<file path="config.mk">
export PLATFORM = sky130hd
export DESIGN_NAME = adaptive_counter_progress_unit
export DESIGN_NICKNAME = d
export VERILOG_FILES = /design/src/acpu_pkg.sv /design/src/acpu_csr.sv /design/src/acpu_update.sv /design/src/acpu_compare.sv /design/src/adaptive_counter_progress_unit.sv
export SDC_FILE = /design/constraint.sdc
export NUM_CORES = 1
export LEC_CHECK = 0
export BUFFER_PORTS_ARGS = -buffer_cell sky130_fd_sc_hd__buf_2
export CORE_MARGIN = 4
export CORE_UTILIZATION = 50
export DETAILED_ROUTE_END_ITERATION = 16
export PLACE_DENSITY = 0.74
export SYNTH_ARGS = -nofsm -noshare
export SYNTH_HDL_FRONTEND = slang
export SYNTH_SLANG_ARGS = --single-unit
</file>
<file path="constraint.sdc">
create_clock -name clock -period 4.75 [get_ports clock]
set_input_delay 0.475 -clock clock [delete_from_list [all_inputs] [get_ports clock]]
set_output_delay 0.475 -clock clock [all_outputs]
set_load 0.01 [all_outputs]
</file>
<file path="src/acpu_pkg.sv">
// ----------------------------------------------------------------------------
// acpu_pkg - shared types and constants for the adaptive counter progress unit
// Measure layout, transfer payload structs, operation and register codes.
// ----------------------------------------------------------------------------
package acpu_pkg;

   localparam int POSITIONS  = 8;
   localparam int MAX_LEVELS = 15;
   localparam int LVL_W      = 4;
   localparam int OP_W       = 2;
   localparam int CNT_W      = 4;
   localparam int ORDER_W    = 2;
   localparam int CSR_IDX_W  = 4;
   localparam int CSR_DATA_W = 4;

   // operation codes
   localparam logic [OP_W-1:0] OP_PROGRESS = 2'd0;
   localparam logic [OP_W-1:0] OP_TRUNCATE = 2'd1;
   localparam logic [OP_W-1:0] OP_COMPARE  = 2'd2;

   // compare results
   localparam logic [ORDER_W-1:0] ORDER_LESS    = 2'd0;
   localparam logic [ORDER_W-1:0] ORDER_EQUAL   = 2'd1;
   localparam logic [ORDER_W-1:0] ORDER_GREATER = 2'd2;

   // register indexes
   localparam logic [CSR_IDX_W-1:0] CSR_BITS_IN_USE = 4'd0;
   localparam logic [CSR_IDX_W-1:0] CSR_HEIGHT      = 4'd1;

   localparam logic [CNT_W-1:0] BITS_IN_USE_RESET = 4'd8;
   localparam logic [LVL_W-1:0] HEIGHT_RESET      = 4'd15;

   typedef logic [LVL_W-1:0] level_type;
   typedef level_type [POSITIONS-1:0] levels_type;

   typedef struct packed {
      logic [OP_W-1:0]      op;
      level_type            level;
      logic                 a_top;
      logic [POSITIONS-1:0] a_bits;
      levels_type           a_levels;
      logic                 b_top;
      logic [POSITIONS-1:0] b_bits;
      levels_type           b_levels;
   } req_type;

   typedef struct packed {
      logic                 r_top;
      logic [POSITIONS-1:0] r_bits;
      levels_type           r_levels;
      logic [ORDER_W-1:0]   order;
   } rsp_type;

   typedef struct packed {
      logic                 top;
      logic [POSITIONS-1:0] bits;
      levels_type           levels;
   } meas_type;

   // clamped configuration seen by the datapath
   typedef struct packed {
      logic [CNT_W-1:0] used_n;
      level_type        bottom;
   } cfg_type;

   function automatic level_type sat_inc(level_type v);
      level_type r;
      if (v >= level_type'(MAX_LEVELS)) r = level_type'(MAX_LEVELS);
      else r = v + 1'b1;
      return r;
   endfunction

   function automatic level_type sat_dec(level_type v);
      level_type r;
      if (v == '0) r = '0;
      else r = v - 1'b1;
      return r;
   endfunction

endpackage

</file>
<file path="src/acpu_csr.sv">
// ----------------------------------------------------------------------------
// acpu_csr - configuration registers
// Holds bits_in_use and height; presents clamped values to the datapath.
// ----------------------------------------------------------------------------
module acpu_csr (
   input  logic                             clock,
   input  logic                             reset,
   input  logic                             csr_valid,
   output logic                             csr_ready,
   input  logic [acpu_pkg::CSR_IDX_W-1:0]   csr_index,
   input  logic [acpu_pkg::CSR_DATA_W-1:0]  csr_wdata,
   output acpu_pkg::cfg_type                cfg
);

   logic [acpu_pkg::CNT_W-1:0] bits_in_use_ff, bits_in_use_in;
   acpu_pkg::level_type        height_ff, height_in;

   assign csr_ready = 1'b1;

   always_comb begin
      bits_in_use_in = bits_in_use_ff;
      height_in      = height_ff;
      if (csr_valid) begin
         unique case (csr_index)
            acpu_pkg::CSR_BITS_IN_USE: bits_in_use_in = csr_wdata[acpu_pkg::CNT_W-1:0];
            acpu_pkg::CSR_HEIGHT:      height_in      = csr_wdata[acpu_pkg::LVL_W-1:0];
            default: ;
         endcase
      end
   end

   always_ff @(posedge clock) begin
      if (reset) begin
         bits_in_use_ff <= acpu_pkg::BITS_IN_USE_RESET;
         height_ff      <= acpu_pkg::HEIGHT_RESET;
      end else begin
         bits_in_use_ff <= bits_in_use_in;
         height_ff      <= height_in;
      end
   end

   // clamp: count to 1..POSITIONS, bottom level to MAX_LEVELS
   always_comb begin
      if (bits_in_use_ff == '0)
         cfg.used_n = acpu_pkg::CNT_W'(1);
      else if (bits_in_use_ff > acpu_pkg::CNT_W'(acpu_pkg::POSITIONS))
         cfg.used_n = acpu_pkg::CNT_W'(acpu_pkg::POSITIONS);
      else
         cfg.used_n = bits_in_use_ff;
      if (height_ff > acpu_pkg::level_type'(acpu_pkg::MAX_LEVELS))
         cfg.bottom = acpu_pkg::level_type'(acpu_pkg::MAX_LEVELS);
      else
         cfg.bottom = height_ff;
   end

endmodule

</file>
<file path="src/acpu_update.sv">
// ----------------------------------------------------------------------------
// acpu_update - progress and truncate of measure A
// One-pass priority logic over the used positions; masks Top and unused slots.
// ----------------------------------------------------------------------------
module acpu_update (
   input  acpu_pkg::cfg_type              cfg,
   input  logic [acpu_pkg::OP_W-1:0]      op,
   input  acpu_pkg::level_type            level,
   input  logic                           a_top,
   input  logic [acpu_pkg::POSITIONS-1:0] a_bits,
   input  acpu_pkg::levels_type           a_levels,
   output acpu_pkg::meas_type             res
);

   logic [acpu_pkg::POSITIONS-1:0] used, run, start, stop, sel, clr;
   logic [acpu_pkg::POSITIONS-1:0] pb, tb;
   acpu_pkg::levels_type           pl, tl;
   logic                           carry, found, bs, b_s, lv_chg, go_top;
   acpu_pkg::level_type            ds, nd, tnd;

   always_comb begin
      // used slots, and the run of top positions whose level is below `level`
      carry = 1'b1;
      for (int j = acpu_pkg::POSITIONS - 1; j >= 0; j--) begin
         used[j] = acpu_pkg::CNT_W'(j) < cfg.used_n;
         run[j]  = used[j] & carry & (a_levels[j] > level);
         if (used[j]) carry = run[j];
      end
      start[0] = run[0];
      stop[0]  = 1'b1;
      for (int j = 1; j < acpu_pkg::POSITIONS; j++) begin
         start[j] = run[j] & ~run[j-1];
         stop[j]  = ~a_bits[j] | (a_levels[j-1] != a_levels[j]);
      end

      // highest used position where the carry chain stops
      found = 1'b0;
      ds    = '0;
      bs    = 1'b0;
      for (int j = acpu_pkg::POSITIONS - 1; j >= 0; j--) begin
         sel[j] = used[j] & stop[j] & ~found;
         clr[j] = used[j] & ~found & ~sel[j];
         found  = found | sel[j];
         if (sel[j]) begin
            ds = a_levels[j];
            bs = a_bits[j];
         end
      end

      b_s    = 1'b1;
      lv_chg = 1'b0;
      go_top = 1'b0;
      nd     = ds;
      if (!bs) begin
         if (ds == cfg.bottom) begin
            b_s = 1'b1;
         end else begin
            b_s    = 1'b0;
            lv_chg = 1'b1;
            nd     = acpu_pkg::sat_inc(ds);
         end
      end else if (sel[0] && ds == '0) begin
         go_top = 1'b1;
      end else begin
         lv_chg = 1'b1;
         nd     = acpu_pkg::sat_dec(ds);
      end

      // progress
      pb = a_bits;
      pl = a_levels;
      if (|run) begin
         // low part becomes a 10..0 run at this level
         for (int j = 0; j < acpu_pkg::POSITIONS; j++) begin
            if (run[j]) begin
               pb[j] = start[j];
               pl[j] = level;
            end
         end
      end else begin
         for (int j = 0; j < acpu_pkg::POSITIONS; j++) begin
            if (clr[j]) pb[j] = 1'b0;
            if (sel[j]) pb[j] = b_s;
            if (lv_chg && (sel[j] || clr[j])) pl[j] = nd;
         end
      end

      // truncate
      tnd = acpu_pkg::sat_inc(level);
      tb  = a_bits;
      tl  = a_levels;
      for (int j = 0; j < acpu_pkg::POSITIONS; j++) begin
         if (run[j]) begin
            tb[j] = 1'b0;
            tl[j] = tnd;
         end
      end

      res = '0;
      unique case (op)
         acpu_pkg::OP_PROGRESS: begin
            res.top    = a_top | go_top;
            res.bits   = pb;
            res.levels = pl;
         end
         acpu_pkg::OP_TRUNCATE: begin
            res.top    = a_top;
            res.bits   = tb;
            res.levels = tl;
         end
         default: ;
      endcase

      for (int j = 0; j < acpu_pkg::POSITIONS; j++) begin
         if (res.top || !used[j]) begin
            res.bits[j]   = 1'b0;
            res.levels[j] = '0;
         end
      end
   end

endmodule

</file>
<file path="src/acpu_compare.sv">
// ----------------------------------------------------------------------------
// acpu_compare - compares measure A with measure B up to a level
// Lowest deciding position wins; Top is above every finite measure.
// ----------------------------------------------------------------------------
module acpu_compare (
   input  acpu_pkg::cfg_type                cfg,
   input  acpu_pkg::level_type              level,
   input  logic                             a_top,
   input  logic [acpu_pkg::POSITIONS-1:0]   a_bits,
   input  acpu_pkg::levels_type             a_levels,
   input  logic                             b_top,
   input  logic [acpu_pkg::POSITIONS-1:0]   b_bits,
   input  acpu_pkg::levels_type             b_levels,
   output logic [acpu_pkg::ORDER_W-1:0]     order
);

   logic                           done;
   logic [acpu_pkg::ORDER_W-1:0]   pos_order;

   always_comb begin
      done      = 1'b0;
      pos_order = acpu_pkg::ORDER_EQUAL;
      for (int j = 0; j < acpu_pkg::POSITIONS; j++) begin
         if (!done && acpu_pkg::CNT_W'(j) < cfg.used_n) begin
            if (a_levels[j] > level && b_levels[j] > level) begin
               done      = 1'b1;
               pos_order = acpu_pkg::ORDER_EQUAL;
            end else if (a_levels[j] < b_levels[j]) begin
               done      = 1'b1;
               pos_order = a_bits[j] ? acpu_pkg::ORDER_GREATER : acpu_pkg::ORDER_LESS;
            end else if (a_levels[j] > b_levels[j]) begin
               done      = 1'b1;
               pos_order = b_bits[j] ? acpu_pkg::ORDER_LESS : acpu_pkg::ORDER_GREATER;
            end else if (a_bits[j] != b_bits[j]) begin
               done      = 1'b1;
               pos_order = a_bits[j] ? acpu_pkg::ORDER_GREATER : acpu_pkg::ORDER_LESS;
            end
         end
      end

      priority if (a_top && b_top) order = acpu_pkg::ORDER_EQUAL;
      else if (a_top)              order = acpu_pkg::ORDER_GREATER;
      else if (b_top)              order = acpu_pkg::ORDER_LESS;
      else                         order = pos_order;
   end

endmodule

</file>
<file path="src/adaptive_counter_progress_unit.sv">
// ----------------------------------------------------------------------------
// adaptive_counter_progress_unit - adaptive counter arithmetic for progress measures
// A request is taken into the input register, and its result into the result register,
// which drives rsp_valid; one transfer per cycle is sustained while rsp_stall is low, set
// by the single pass of update/compare logic between input and result registers.
// Synchronous reset clears both stage valids; bits_in_use=8, height=15 after reset.
// ----------------------------------------------------------------------------
module adaptive_counter_progress_unit (
   input  logic                             clock,
   input  logic                             reset,
   // request channel
   input  logic                             req_valid,
   output logic                             req_stall,
   input  acpu_pkg::req_type                req_payload,
   // response channel
   output logic                             rsp_valid,
   input  logic                             rsp_stall,
   output acpu_pkg::rsp_type                rsp_payload,
   // configuration writes
   input  logic                             csr_valid,
   output logic                             csr_ready,
   input  logic [acpu_pkg::CSR_IDX_W-1:0]   csr_index,
   input  logic [acpu_pkg::CSR_DATA_W-1:0]  csr_wdata
);

   // Two register stages: an input register holding the accepted request, and
   // a result register feeding the response port. The input register may take
   // a new transfer while a finished result waits in the result register.

   acpu_pkg::cfg_type   cfg;
   acpu_pkg::meas_type  upd;
   logic [acpu_pkg::ORDER_W-1:0] cmp_order;

   logic                in_valid_ff, in_valid_in;
   acpu_pkg::req_type   in_data_ff, in_data_in;
   logic                out_valid_ff, out_valid_in;
   acpu_pkg::rsp_type   out_data_ff, out_data_in;
   acpu_pkg::rsp_type   result;

   logic                advance;   // input stage may move into the result register
   logic                req_take;

   acpu_csr u_csr (
      .clock     (clock),
      .reset     (reset),
      .csr_valid (csr_valid),
      .csr_ready (csr_ready),
      .csr_index (csr_index),
      .csr_wdata (csr_wdata),
      .cfg       (cfg)
   );

   // progress / truncate of A
   acpu_update u_update (
      .cfg      (cfg),
      .op       (in_data_ff.op),
      .level    (in_data_ff.level),
      .a_top    (in_data_ff.a_top),
      .a_bits   (in_data_ff.a_bits),
      .a_levels (in_data_ff.a_levels),
      .res      (upd)
   );

   // ordering of A against B
   acpu_compare u_compare (
      .cfg      (cfg),
      .level    (in_data_ff.level),
      .a_top    (in_data_ff.a_top),
      .a_bits   (in_data_ff.a_bits),
      .a_levels (in_data_ff.a_levels),
      .b_top    (in_data_ff.b_top),
      .b_bits   (in_data_ff.b_bits),
      .b_levels (in_data_ff.b_levels),
      .order    (cmp_order)
   );

   // result assembly: order only for compare, measure fields already gated by op
   always_comb begin
      result.r_top    = upd.top;
      result.r_bits   = upd.bits;
      result.r_levels = upd.levels;
      result.order    = (in_data_ff.op == acpu_pkg::OP_COMPARE) ? cmp_order
                                                                : acpu_pkg::ORDER_LESS;
   end

   // handshake: result register frees when empty or when its transfer completes
   assign advance   = ~out_valid_ff | ~rsp_stall;
   assign req_stall = in_valid_ff & ~advance;
   assign req_take  = req_valid & ~req_stall;

   always_comb begin
      in_valid_in  = req_take | (in_valid_ff & ~advance);
      in_data_in   = req_take ? req_payload : in_data_ff;
      out_valid_in = advance ? in_valid_ff : out_valid_ff;
      out_data_in  = (advance && in_valid_ff) ? result : out_data_ff;
   end

   always_ff @(posedge clock) begin
      if (reset) begin
         in_valid_ff  <= 1'b0;
         out_valid_ff <= 1'b0;
      end else begin
         in_valid_ff  <= in_valid_in;
         out_valid_ff <= out_valid_in;
      end
   end

   // payload registers, no reset needed
   always_ff @(posedge clock) begin
      in_data_ff  <= in_data_in;
      out_data_ff <= out_data_in;
   end

   assign rsp_valid   = out_valid_ff;
   assign rsp_payload = out_data_ff;

endmodule
</file>
* After elaboration in Yosys (flattened, before gate mapping)
Index checks and enable logic that the tools add are counted.
** Cells by class
- Order comparisons :: 44
- Multiplexer cells :: 191
- Equality and inequality tests :: 19
- Add/subtract/negate cells :: 3
- Bitwise gates (word level) :: 99
- Reduce and logical (&&, ||, !) cells :: 64
** Operators with widths (count)
- 4-bit two-way mux :: 41
- 2-bit two-way mux :: 58
- 4-bit greater-than comparator :: 24
- 1-bit two-way mux :: 89
- 41-bit case mux with 2 select lines :: 1
- 1-bit bitwise AND :: 51
- 4-bit less-than comparator :: 8
- 32-bit two-way mux :: 1
- 1-bit NOT :: 32
- 4-bit inequality test :: 7
- 1-bit logical AND :: 26
- 3-bit by 4-bit less-than comparator with 1-bit output, first input constant :: 4
- 1-bit bitwise OR :: 16
- 1-bit zero test :: 15
- 1-bit logical OR :: 15
- 4-bit zero test :: 3
- 4-bit by 1-bit adder with 4-bit output, second input constant :: 2
- 4-bit greater-or-equal comparator, second input constant :: 2
- 4-bit greater-than comparator, second input constant :: 2
- 1-bit by 4-bit less-than comparator with 1-bit output, first input constant :: 2
- 2-bit by 4-bit less-than comparator with 1-bit output, first input constant :: 2
- 8-bit two-way mux :: 1
- 1-bit inequality test :: 8
- 8-bit OR reduction :: 1
- 8 further kinds :: 9
** Storage, ports and cells
- Input bits :: 101
- Register bits :: 141
- Output and inout bits :: 46
- Logic and storage cells :: 465

* Logic depth before layout (Yosys ltp)
Gate-level depths: netlist of run 1.
- Depth in word-level cells :: 44
- Mapped depth :: 19
- Gate-level depth less buffers :: 16

* Cells and area by module
A second synthesis of run 1 with hierarchy kept.
** Second synthesis, totals
- Cell total of the unflattened synthesis :: 1338
- Area, all modules :: 12187.9 um^2
** By module, submodules not included
- acpu_update :: cells an instance 728, area an instance 4653.2 um^2, seq. area each 0.0 um^2, instances 1
- adaptive_counter_progress_unit :: cells an instance 143, area an instance 4037.6 um^2, seq. area each 3973.8 um^2, instances 1
- acpu_compare :: cells an instance 426, area an instance 3096.7 um^2, seq. area each 0.0 um^2, instances 1
- acpu_csr :: cells an instance 41, area an instance 400.4 um^2, seq. area each 160.2 um^2, instances 1

* Least setup slack after synthesis of run 1
OpenSTA, ideal clock, no wires.
- Path type :: in2reg
- Start point :: in rsp_stall
- End point :: reg in_data_ff[0] in the netlist's numbering (enable)
- Data arrival time :: 4.611 ns
- Library setup time :: 0.545 ns
- Required time :: 4.205 ns
- Path buffers :: 0
- Setup slack :: -0.406 ns
- Cell stages on the path :: 2
- Cell sequence :: and3_1 > nor2b_1
** On the way
- Cells in the longest elaborated chain, start to end :: 6
** RTL lines
- start: declaration :: RTL line adaptive_counter_progress_unit.sv:17 : input logic rsp_stall,
- 1-bit NOT :: RTL line adaptive_counter_progress_unit.sv:87 : assign advance = ~out_valid_ff | ~rsp_stall;
- 1-bit bitwise OR :: RTL line adaptive_counter_progress_unit.sv:87
- 1-bit NOT :: RTL line adaptive_counter_progress_unit.sv:88 : assign req_stall = in_valid_ff & ~advance;
- 1-bit bitwise AND :: RTL line adaptive_counter_progress_unit.sv:88
- 1-bit NOT :: RTL line adaptive_counter_progress_unit.sv:89 : assign req_take = req_valid & ~req_stall;
- 1-bit bitwise AND :: RTL line adaptive_counter_progress_unit.sv:89
- net req_take :: RTL line adaptive_counter_progress_unit.sv:41 : logic req_take;
- end signal: assignment :: RTL line adaptive_counter_progress_unit.sv:110 : in_data_ff <= in_data_in;
- end: declaration :: RTL line adaptive_counter_progress_unit.sv:35 : acpu_pkg::req_type in_data_ff, in_data_in;
The timed path passes the listed nets, and every way through them passes these cells.
A chain may end at the register's enable or synchronous reset.

==> impl_metrics.ini, run 1 <==
[worst_hold_path]
worstHoldPathType = in2reg

[setup_path]
crit_path_end_kind = flip-flop
cp.arrival_ns = 4.69
worstSetupPathType = reg2reg
slowest_delay_ns = 0.66
worstPathCellList = xor2_1 > nor3_2 > a31oi_2 > or4_4 > nor4_4 > a21oi_2 > ha_1 > inv_1 > nor4_4 > a31o_2 > nand2_1 > inv_2 > buf_4 > nor3_1 > o211ai_1 > o21ai_0
cp_max_fo = 8
cp.required_ns = 5.02
cpMostUsedCell = nor4_4
cp-start-kind = flip-flop
slowest_stage = or4_4

[route]
route.vias.total = 10730
drt_iter0_drc = 1275
wl_per_cell_um = 22.83
drc_errors = 0
ant_nets = 0
drt_wl_total_um = 38830
route.top_layer_used = met4
wl_met3_um = 3777
drt-pass1-iter-count = 8
via_per_inst = 6.309
dr_wl_met2_um = 17500
wl_met1_um = 15940

[sta]
fmax_ghz = 0.2260
finalHoldViolations = 0
setup_viol = 0
timing.final.crit_share_pct = 93.15
setup_tns_ns = 0
skew_ns = 0.01348
timing.hold.ws_ns = 0.2059
rsz0062_at_grt = false
tightest_slew_ns = 0.9641
period_needed_ns = 4.425
relSlewSlack_pct = 35.13
finalMaxSlewViolations = 0

[synth]
synth_compound_area_share_pct = 23.40
synth_top_area_share_pct = 35.88
syn_nets = 1375
synth_area_um2 = 10960
ys_seq_area_share_pct = 37.71
yosysTopAreaCell = edfxtp_1
synthMuxAreaShare_pct = 2.534
ys_top_cells_by_area = edfxtp_1 (36%), ha_1 (11%), nor2_1 (3.8%)
yosys.area_share.adder_pct = 11.41
synthXorXnorAreaFrac_pct = 3.184
yosysWarnings = 0
synth_top_family_by_area = compound AO/OA/AOI/OAI gates
async_flop_share_pct = 0
yosys_register_bits = 141
synth.avg_cell_area_um2 = 9.338
synthFlopType = edfxtp_1
synth-simple-area-share_pct = 17.70
synth_cell_types = 88
synth_edf_count = 131
syn_inst = 1174

[pwr]
vdd_drop_max_mv = 0.1915
p_leak_nw = 5.729
power.density_nw_per_um2 = 284.4

[global_routing]
grt_antenna_before_repair = 0
grt_usage_pct = 31.84
grt_overflow = 0
grt_pass1_vias = 10560
grt_start_max_net_pins = 47
grt_pass1_wl_um = 59420

[clocking]
root_buffer = clkbuf_16
ctsHoldBuffers = 0
clk_latency_ns = 0.44
cts_made_buffers = 17
cts_max_path_buffers = 2
h-tree-depth = 4
tritoncts = yes
clk_pin_slew_worst_paths_ns = 0.07
cts.sinks = 141

[floorplan]
initial_core_util_pct = 51.50
num_rows = 53
die_h_um = 156.1
io_pins = 147
dieWidth_um = 156.1
dieArea_um2 = 24360
core_um2 = 21290

[cells_and_area]
nFillCells = 1826
area_growth_pct = 22.11
fin_util_pct = 62.89
drive_above_1_share_pct = 24.47
nets = 1614
antennaDiodeCount = 0
instances_no_fill = 1701

[placed_design]
hpwl_um = 30340
gp_congestion = 1.000
io_buffers = 145
dp.cells = 1669

[flow_run]
cap_viol_max_count = 0

[outcome]
status = complete, no violations
## layer usage
| metal | up-vias | track usage [%] |
|---|---|---|
| met4 | 0 | 12.84 |
| met5 | - | 0 |
| met3 | 118 | 5.825 |
| met1 | 5054 | 43.10 |
| met2 | 615 | 50.63 |
| li1 | 4944 | - |
## power breakdown
part / internal, mW / leakage [nW] / switching (mW) / total, mW
logic: 0.396 / 4.11 / 0.566 / 0.962
registers: 1.44 / 1.34 / 0.0706 / 1.51
clock network: 0.703 / 0.282 / 0.630 / 1.33
total: 2.54 / 5.73 / 1.27 / 3.81
## critical path, delay by kind of cell, from the launching register on
kind                     cells  cell delay (ns)
XOR/XNOR                     1             0.25
AND/OR/NAND/NOR              6             1.84
AO/OA/AOI/OAI                5             0.96
flip-flops                   1             0.57
adder cells (fa/ha/maj)      1             0.25
buffers and inverters        3             0.36
## final timing paths
path	from	to	slack [ns]	cells after the start
max	in_data_ff[68]	rsp_payload[26]	0.33	16
max reg2reg	in_data_ff[68]	rsp_payload[26]	0.33	16
min	req_payload[34]	in_data_ff[34]	0.21	1
min reg2reg	u_csr.height_ff[1]	u_csr.height_ff[1]	0.47	1
## through the flow
step / setup WS (ns) / cell area (um^2) / total power, mW
finish: 0.3254 / 13390 / 3.807
global route: 0.06667 / 13390 / 3.969
floorplan: 0.6013 / 10970 / 2.069
CTS: 0.2140 / 13370 / 3.801
global placement: 0.2645 / 12790 / 2.456
detailed placement: 0.2472 / 12790 / 2.471
## synthesized netlist by cell type, types with 8 or more instances
| library cell | count |
|---|---|
| dfxtp_1 | 10 |
| nand4_1 | 27 |
| or3_1 | 12 |
| a21oi_1 | 72 |
| clkbuf_1 | 32 |
| ha_1 | 100 |
| nor2b_1 | 26 |
| o211ai_1 | 15 |
| xnor2_1 | 18 |
| or2_2 | 8 |
| edfxtp_1 | 131 |
| o22ai_1 | 12 |
| a221oi_1 | 9 |
| inv_1 | 64 |
| nor3_1 | 25 |
| and3_1 | 11 |
| a21o_1 | 13 |
| xor2_1 | 20 |
| a31oi_1 | 21 |
| mux2i_1 | 21 |
| o21ai_0 | 59 |
| nand3_1 | 24 |
| a211oi_1 | 16 |
| nand2b_1 | 19 |
| nand2_1 | 96 |
| o21a_1 | 40 |
| nor2_1 | 110 |
## placed cells by master, fill, tap and decap left out, types with 7 or more instances in the layout
| cell | n |
|---|---|
| a221oi_1 | 9 |
| buf_2 | 145 |
| nor3_1 | 24 |
| o21ai_1 | 7 |
| a21o_1 | 13 |
| nor2b_1 | 25 |
| clkbuf_16 | 17 |
| mux2i_1 | 21 |
| nand3_1 | 24 |
| nor2_1 | 109 |
| nand4_1 | 27 |
| or3_1 | 12 |
| a211o_1 | 7 |
| or2_2 | 8 |
| o21a_1 | 40 |
| and3_1 | 11 |
| o22ai_1 | 12 |
| and2_1 | 7 |
| o2111ai_1 | 7 |
| xnor2_1 | 18 |
| o31ai_1 | 7 |
| o21ai_0 | 59 |
| xor2_1 | 20 |
| buf_4 | 119 |
| ha_1 | 100 |
| inv_1 | 64 |
| a211oi_1 | 16 |
| o211ai_1 | 15 |
| a31oi_1 | 21 |
| nand2_1 | 96 |
| a21oi_1 | 72 |
| dfxtp_1 | 10 |
| edfxtp_1 | 131 |
| nand2b_1 | 19 |
## area by class of cell
type | instances | area, um^2 | area share (%)
clock buffers | 18 | 429.2 | 3.206
clock inverters | 14 | 148.9 | 1.112
inverters | 65 | 244.0 | 1.823
multi-input cells | 922 | 6427 | 48.01
flip-flops and latches | 141 | 4134 | 30.88
well taps | 275 | 344.1 | 2.570
repair buffers | 266 | 1659 | 12.39
## cells by family after synthesis
family          Yosys count
other cells               1
simple gates            388
compound gates          367
flops                   141
fa+ha+maj               100
mux                      27
xor+xnor                 39
buf+inv                 111
## flip-flops by register name, summed over array words and instances, names as in the netlist
register	flops
in_data_ff	88
rsp_payload	43
u_csr.height_ff	4
rsp_valid	1
in_valid_ff	1
u_csr.bits_in_use_ff	4
## timing repair
item,CTS,global route
resized for setup,0,5
setup buffers,0,0
endpoints found under the setup margin,0,8
Note: power is estimated with default switching activity, not from simulation.
==> run 2: changes to the inputs <==
--- a/config.mk
+++ b/config.mk
@@ -5,6 +5,7 @@
 export SDC_FILE = /design/constraint.sdc
 export NUM_CORES = 1
 export LEC_CHECK = 0
+export ABC_AREA = 1
 export BUFFER_PORTS_ARGS = -buffer_cell sky130_fd_sc_hd__buf_2
 export CORE_MARGIN = 4
 export CORE_UTILIZATION = 50
==> impl_metrics.ini, run 2 <==
[cells_and_area]
instances_no_fill = 1825
nets = 1738
nFillCells = 1920
largest_register_ffs = 88
drive_above_1_share_pct = 19.29
antennaDiodeCount = 0
largest_register = in_data_ff
layout_common_cells = nand2_1 (285), inv_1 (166), a21oi_1 (158)
area_growth_pct = 16.20
layout_commonest_cell = nand2_1

[global_routing]
grt_start_max_net_pins = 48
grt_antenna_before_repair = 0
grt_usage_pct = 28.08
grt_overflow = 0
grt_pass1_wl_um = 53720
grt_pass1_vias = 9924

[sta]
skew_ns = 0.01112
relSlewSlack_pct = 19.28
setup_tns_ns = 0
period_needed_ns = 4.283
finalMaxSlewViolations = 0
finalHoldViolations = 0
timing.final.crit_share_pct = 90.16
setup_viol = 0
fmax_ghz = 0.2335
tightest_slew_ns = 1.203
rsz0062_at_grt = false

[floorplan]
core_um2 = 21290
dieWidth_um = 156.1
initial_core_util_pct = 51.51
num_rows = 53
die_h_um = 156.1
io_pins = 147
dieArea_um2 = 24360

[synth]
syn_nets = 1574
yosysWarnings = 0
synth.avg_cell_area_um2 = 7.986
syn_inst = 1373
synth_area_um2 = 10960
async_flop_share_pct = 0
post-synth-top-count-cell = nand2_1
synth_edf_count = 131
ys_seq_area_share_pct = 37.70
synth_common_cells = nand2_1 (285), inv_1 (167), a21oi_1 (159), edfxtp_1 (131), ha_1 (100)
synth_top_area_share_pct = 35.88
yosysTopAreaCell = edfxtp_1
synth_cell_types = 55
synthFlopType = edfxtp_1
ys_top_cells_by_area = edfxtp_1 (36%), ha_1 (11%), nand2_1 (9.8%)
yosys_register_bits = 141

[clocking]
cts-resized-gates = 0
cts_made_buffers = 17
post_cts_buffers = 0
clk_latency_ns = 0.43
clk_pin_slew_worst_paths_ns = 0.07
root_buffer = clkbuf_16
cts_max_path_buffers = 2
h-tree-depth = 4
tritoncts = yes
cts.sinks = 141
ctsHoldBuffers = 0

[setup_path]
cp-start-kind = flip-flop
worstSetupPathType = reg2reg
cp.required_ns = 4.92
crit_path_end_kind = flip-flop
cp.arrival_ns = 4.46
cp_max_fo = 7

[pwr]
vdd_drop_max_mv = 0.2200
finalPower_mw = 3.788
power.density_nw_per_um2 = 297.3
p_leak_nw = 6.008

[route]
wl_per_cell_um = 18.99
ant_nets = 0
drt-pass1-iter-count = 7
drc_errors = 0
drt_iter0_drc = 1343
via_per_inst = 5.926
route.vias.total = 10820
drt_wl_total_um = 34650

[placed_design]
hpwl_um = 25790
gp_congestion = 1.000
io_buffers = 145
dp.cells = 1793

[worst_hold_path]
worstHoldPathType = in2reg

[flow_run]
cap_viol_max_count = 0

[outcome]
status = complete, no violations
==> run 2: changes by cell type after synthesis, sizes merged, moves of 21 or more <==
cell | previous run | this run
a21oi | 74 | 160
a31oi | 24 | 2
inv | 65 | 193
mux2i | 21 | 0
nand2 | 96 | 304
nand3 | 24 | 113
nor2 | 112 | 91
nor2b | 26 | 0
o211ai | 15 | 42
o21a | 40 | 1
o21ai | 69 | 99
==> run 2: worst paths after layout <==
kind | from | endpoint | slack, ns | depth (start not counted)
max | in_data_ff[85] | rsp_payload[0] | 0.47 | 25
min | req_payload[19] | in_data_ff[19] | 0.21 | 1
max reg2reg | in_data_ff[85] | rsp_payload[0] | 0.47 | 25
min reg2reg | u_csr.height_ff[3] | u_csr.height_ff[3] | 0.53 | 2
==> run 2: metrics by stage <==
stage	util [%]	worst slack [ns]	hold slack, ns	area [um^2]
after floorplan	-	1.228	0.4646	10960
after global placement	57.09	0.7130	0.5301	12150
after detailed placement	57.09	0.6818	0.5195	12150
after CTS	59.85	0.5762	0.2095	12740
after global routing	59.85	0.06272	0.2069	12740
final	59.85	0.4672	0.2135	12740
==> run 2: logic make-up after synthesis <==
group                      synth area share (%)
AOI/OAI and AO/OA                         18.44
xor gates and xnor gates                 0.7190
adders and majority gates                 11.41
buffers and inverters                     7.920
DFF                                       37.70
other                                   0.03420
and+or+nand+nor                           23.77
==> run 2: metal layers <==
layer	vias up	track usage (%)	wire [um]
met5	-	0	0
met4	0	10.17	1185
met3	109	4.993	3967
met2	623	43.09	15260
met1	4978	39.92	14240
li1	5105	-	-
==> run 2: cell type report <==
type / instances / area, um^2 / area share (%)
Multi-Input combinational cell: 1007 / 5976 / 46.90
Sequential cell: 141 / 4134 / 32.45
Timing Repair Buffer: 175 / 963.4 / 7.562
Clock inverter: 15 / 162.7 / 1.277
Inverter: 195 / 735.7 / 5.774
Clock buffer: 17 / 425.4 / 3.339
Tap cell: 275 / 344.1 / 2.701
==> run 2: where the power goes <==
part / internal (mW) / leakage (nW) / switching (mW)
Combinational: 0.313 / 4.36 / 0.601
Sequential: 1.45 / 1.36 / 0.0715
Clock: 0.782 / 0.282 / 0.573
Total: 2.54 / 6.01 / 1.25
==> run 2: worst max-delay path: stages (launching register included) <==
cell and delay (ns):
edfxtp_1 0.40, inv_1 0.31, buf_4 0.25, ha_1 0.26, nand2_1 0.07, inv_1 0.05
nand2_1 0.05, nand2_1 0.05, nand2_1 0.15, nor2_1 0.13, nor2_1 0.29, nand2_1 0.09
a21oi_1 0.17, nand2_1 0.09, a21oi_1 0.25, nand2_1 0.15, a21oi_1 0.25, nand2_1 0.12
a21oi_2 0.19, nand2_1 0.10, nor2_1 0.21, nand4_1 0.12, nand2_1 0.07, nand2_1 0.09
nand2_1 0.07, a21oi_1 0.05
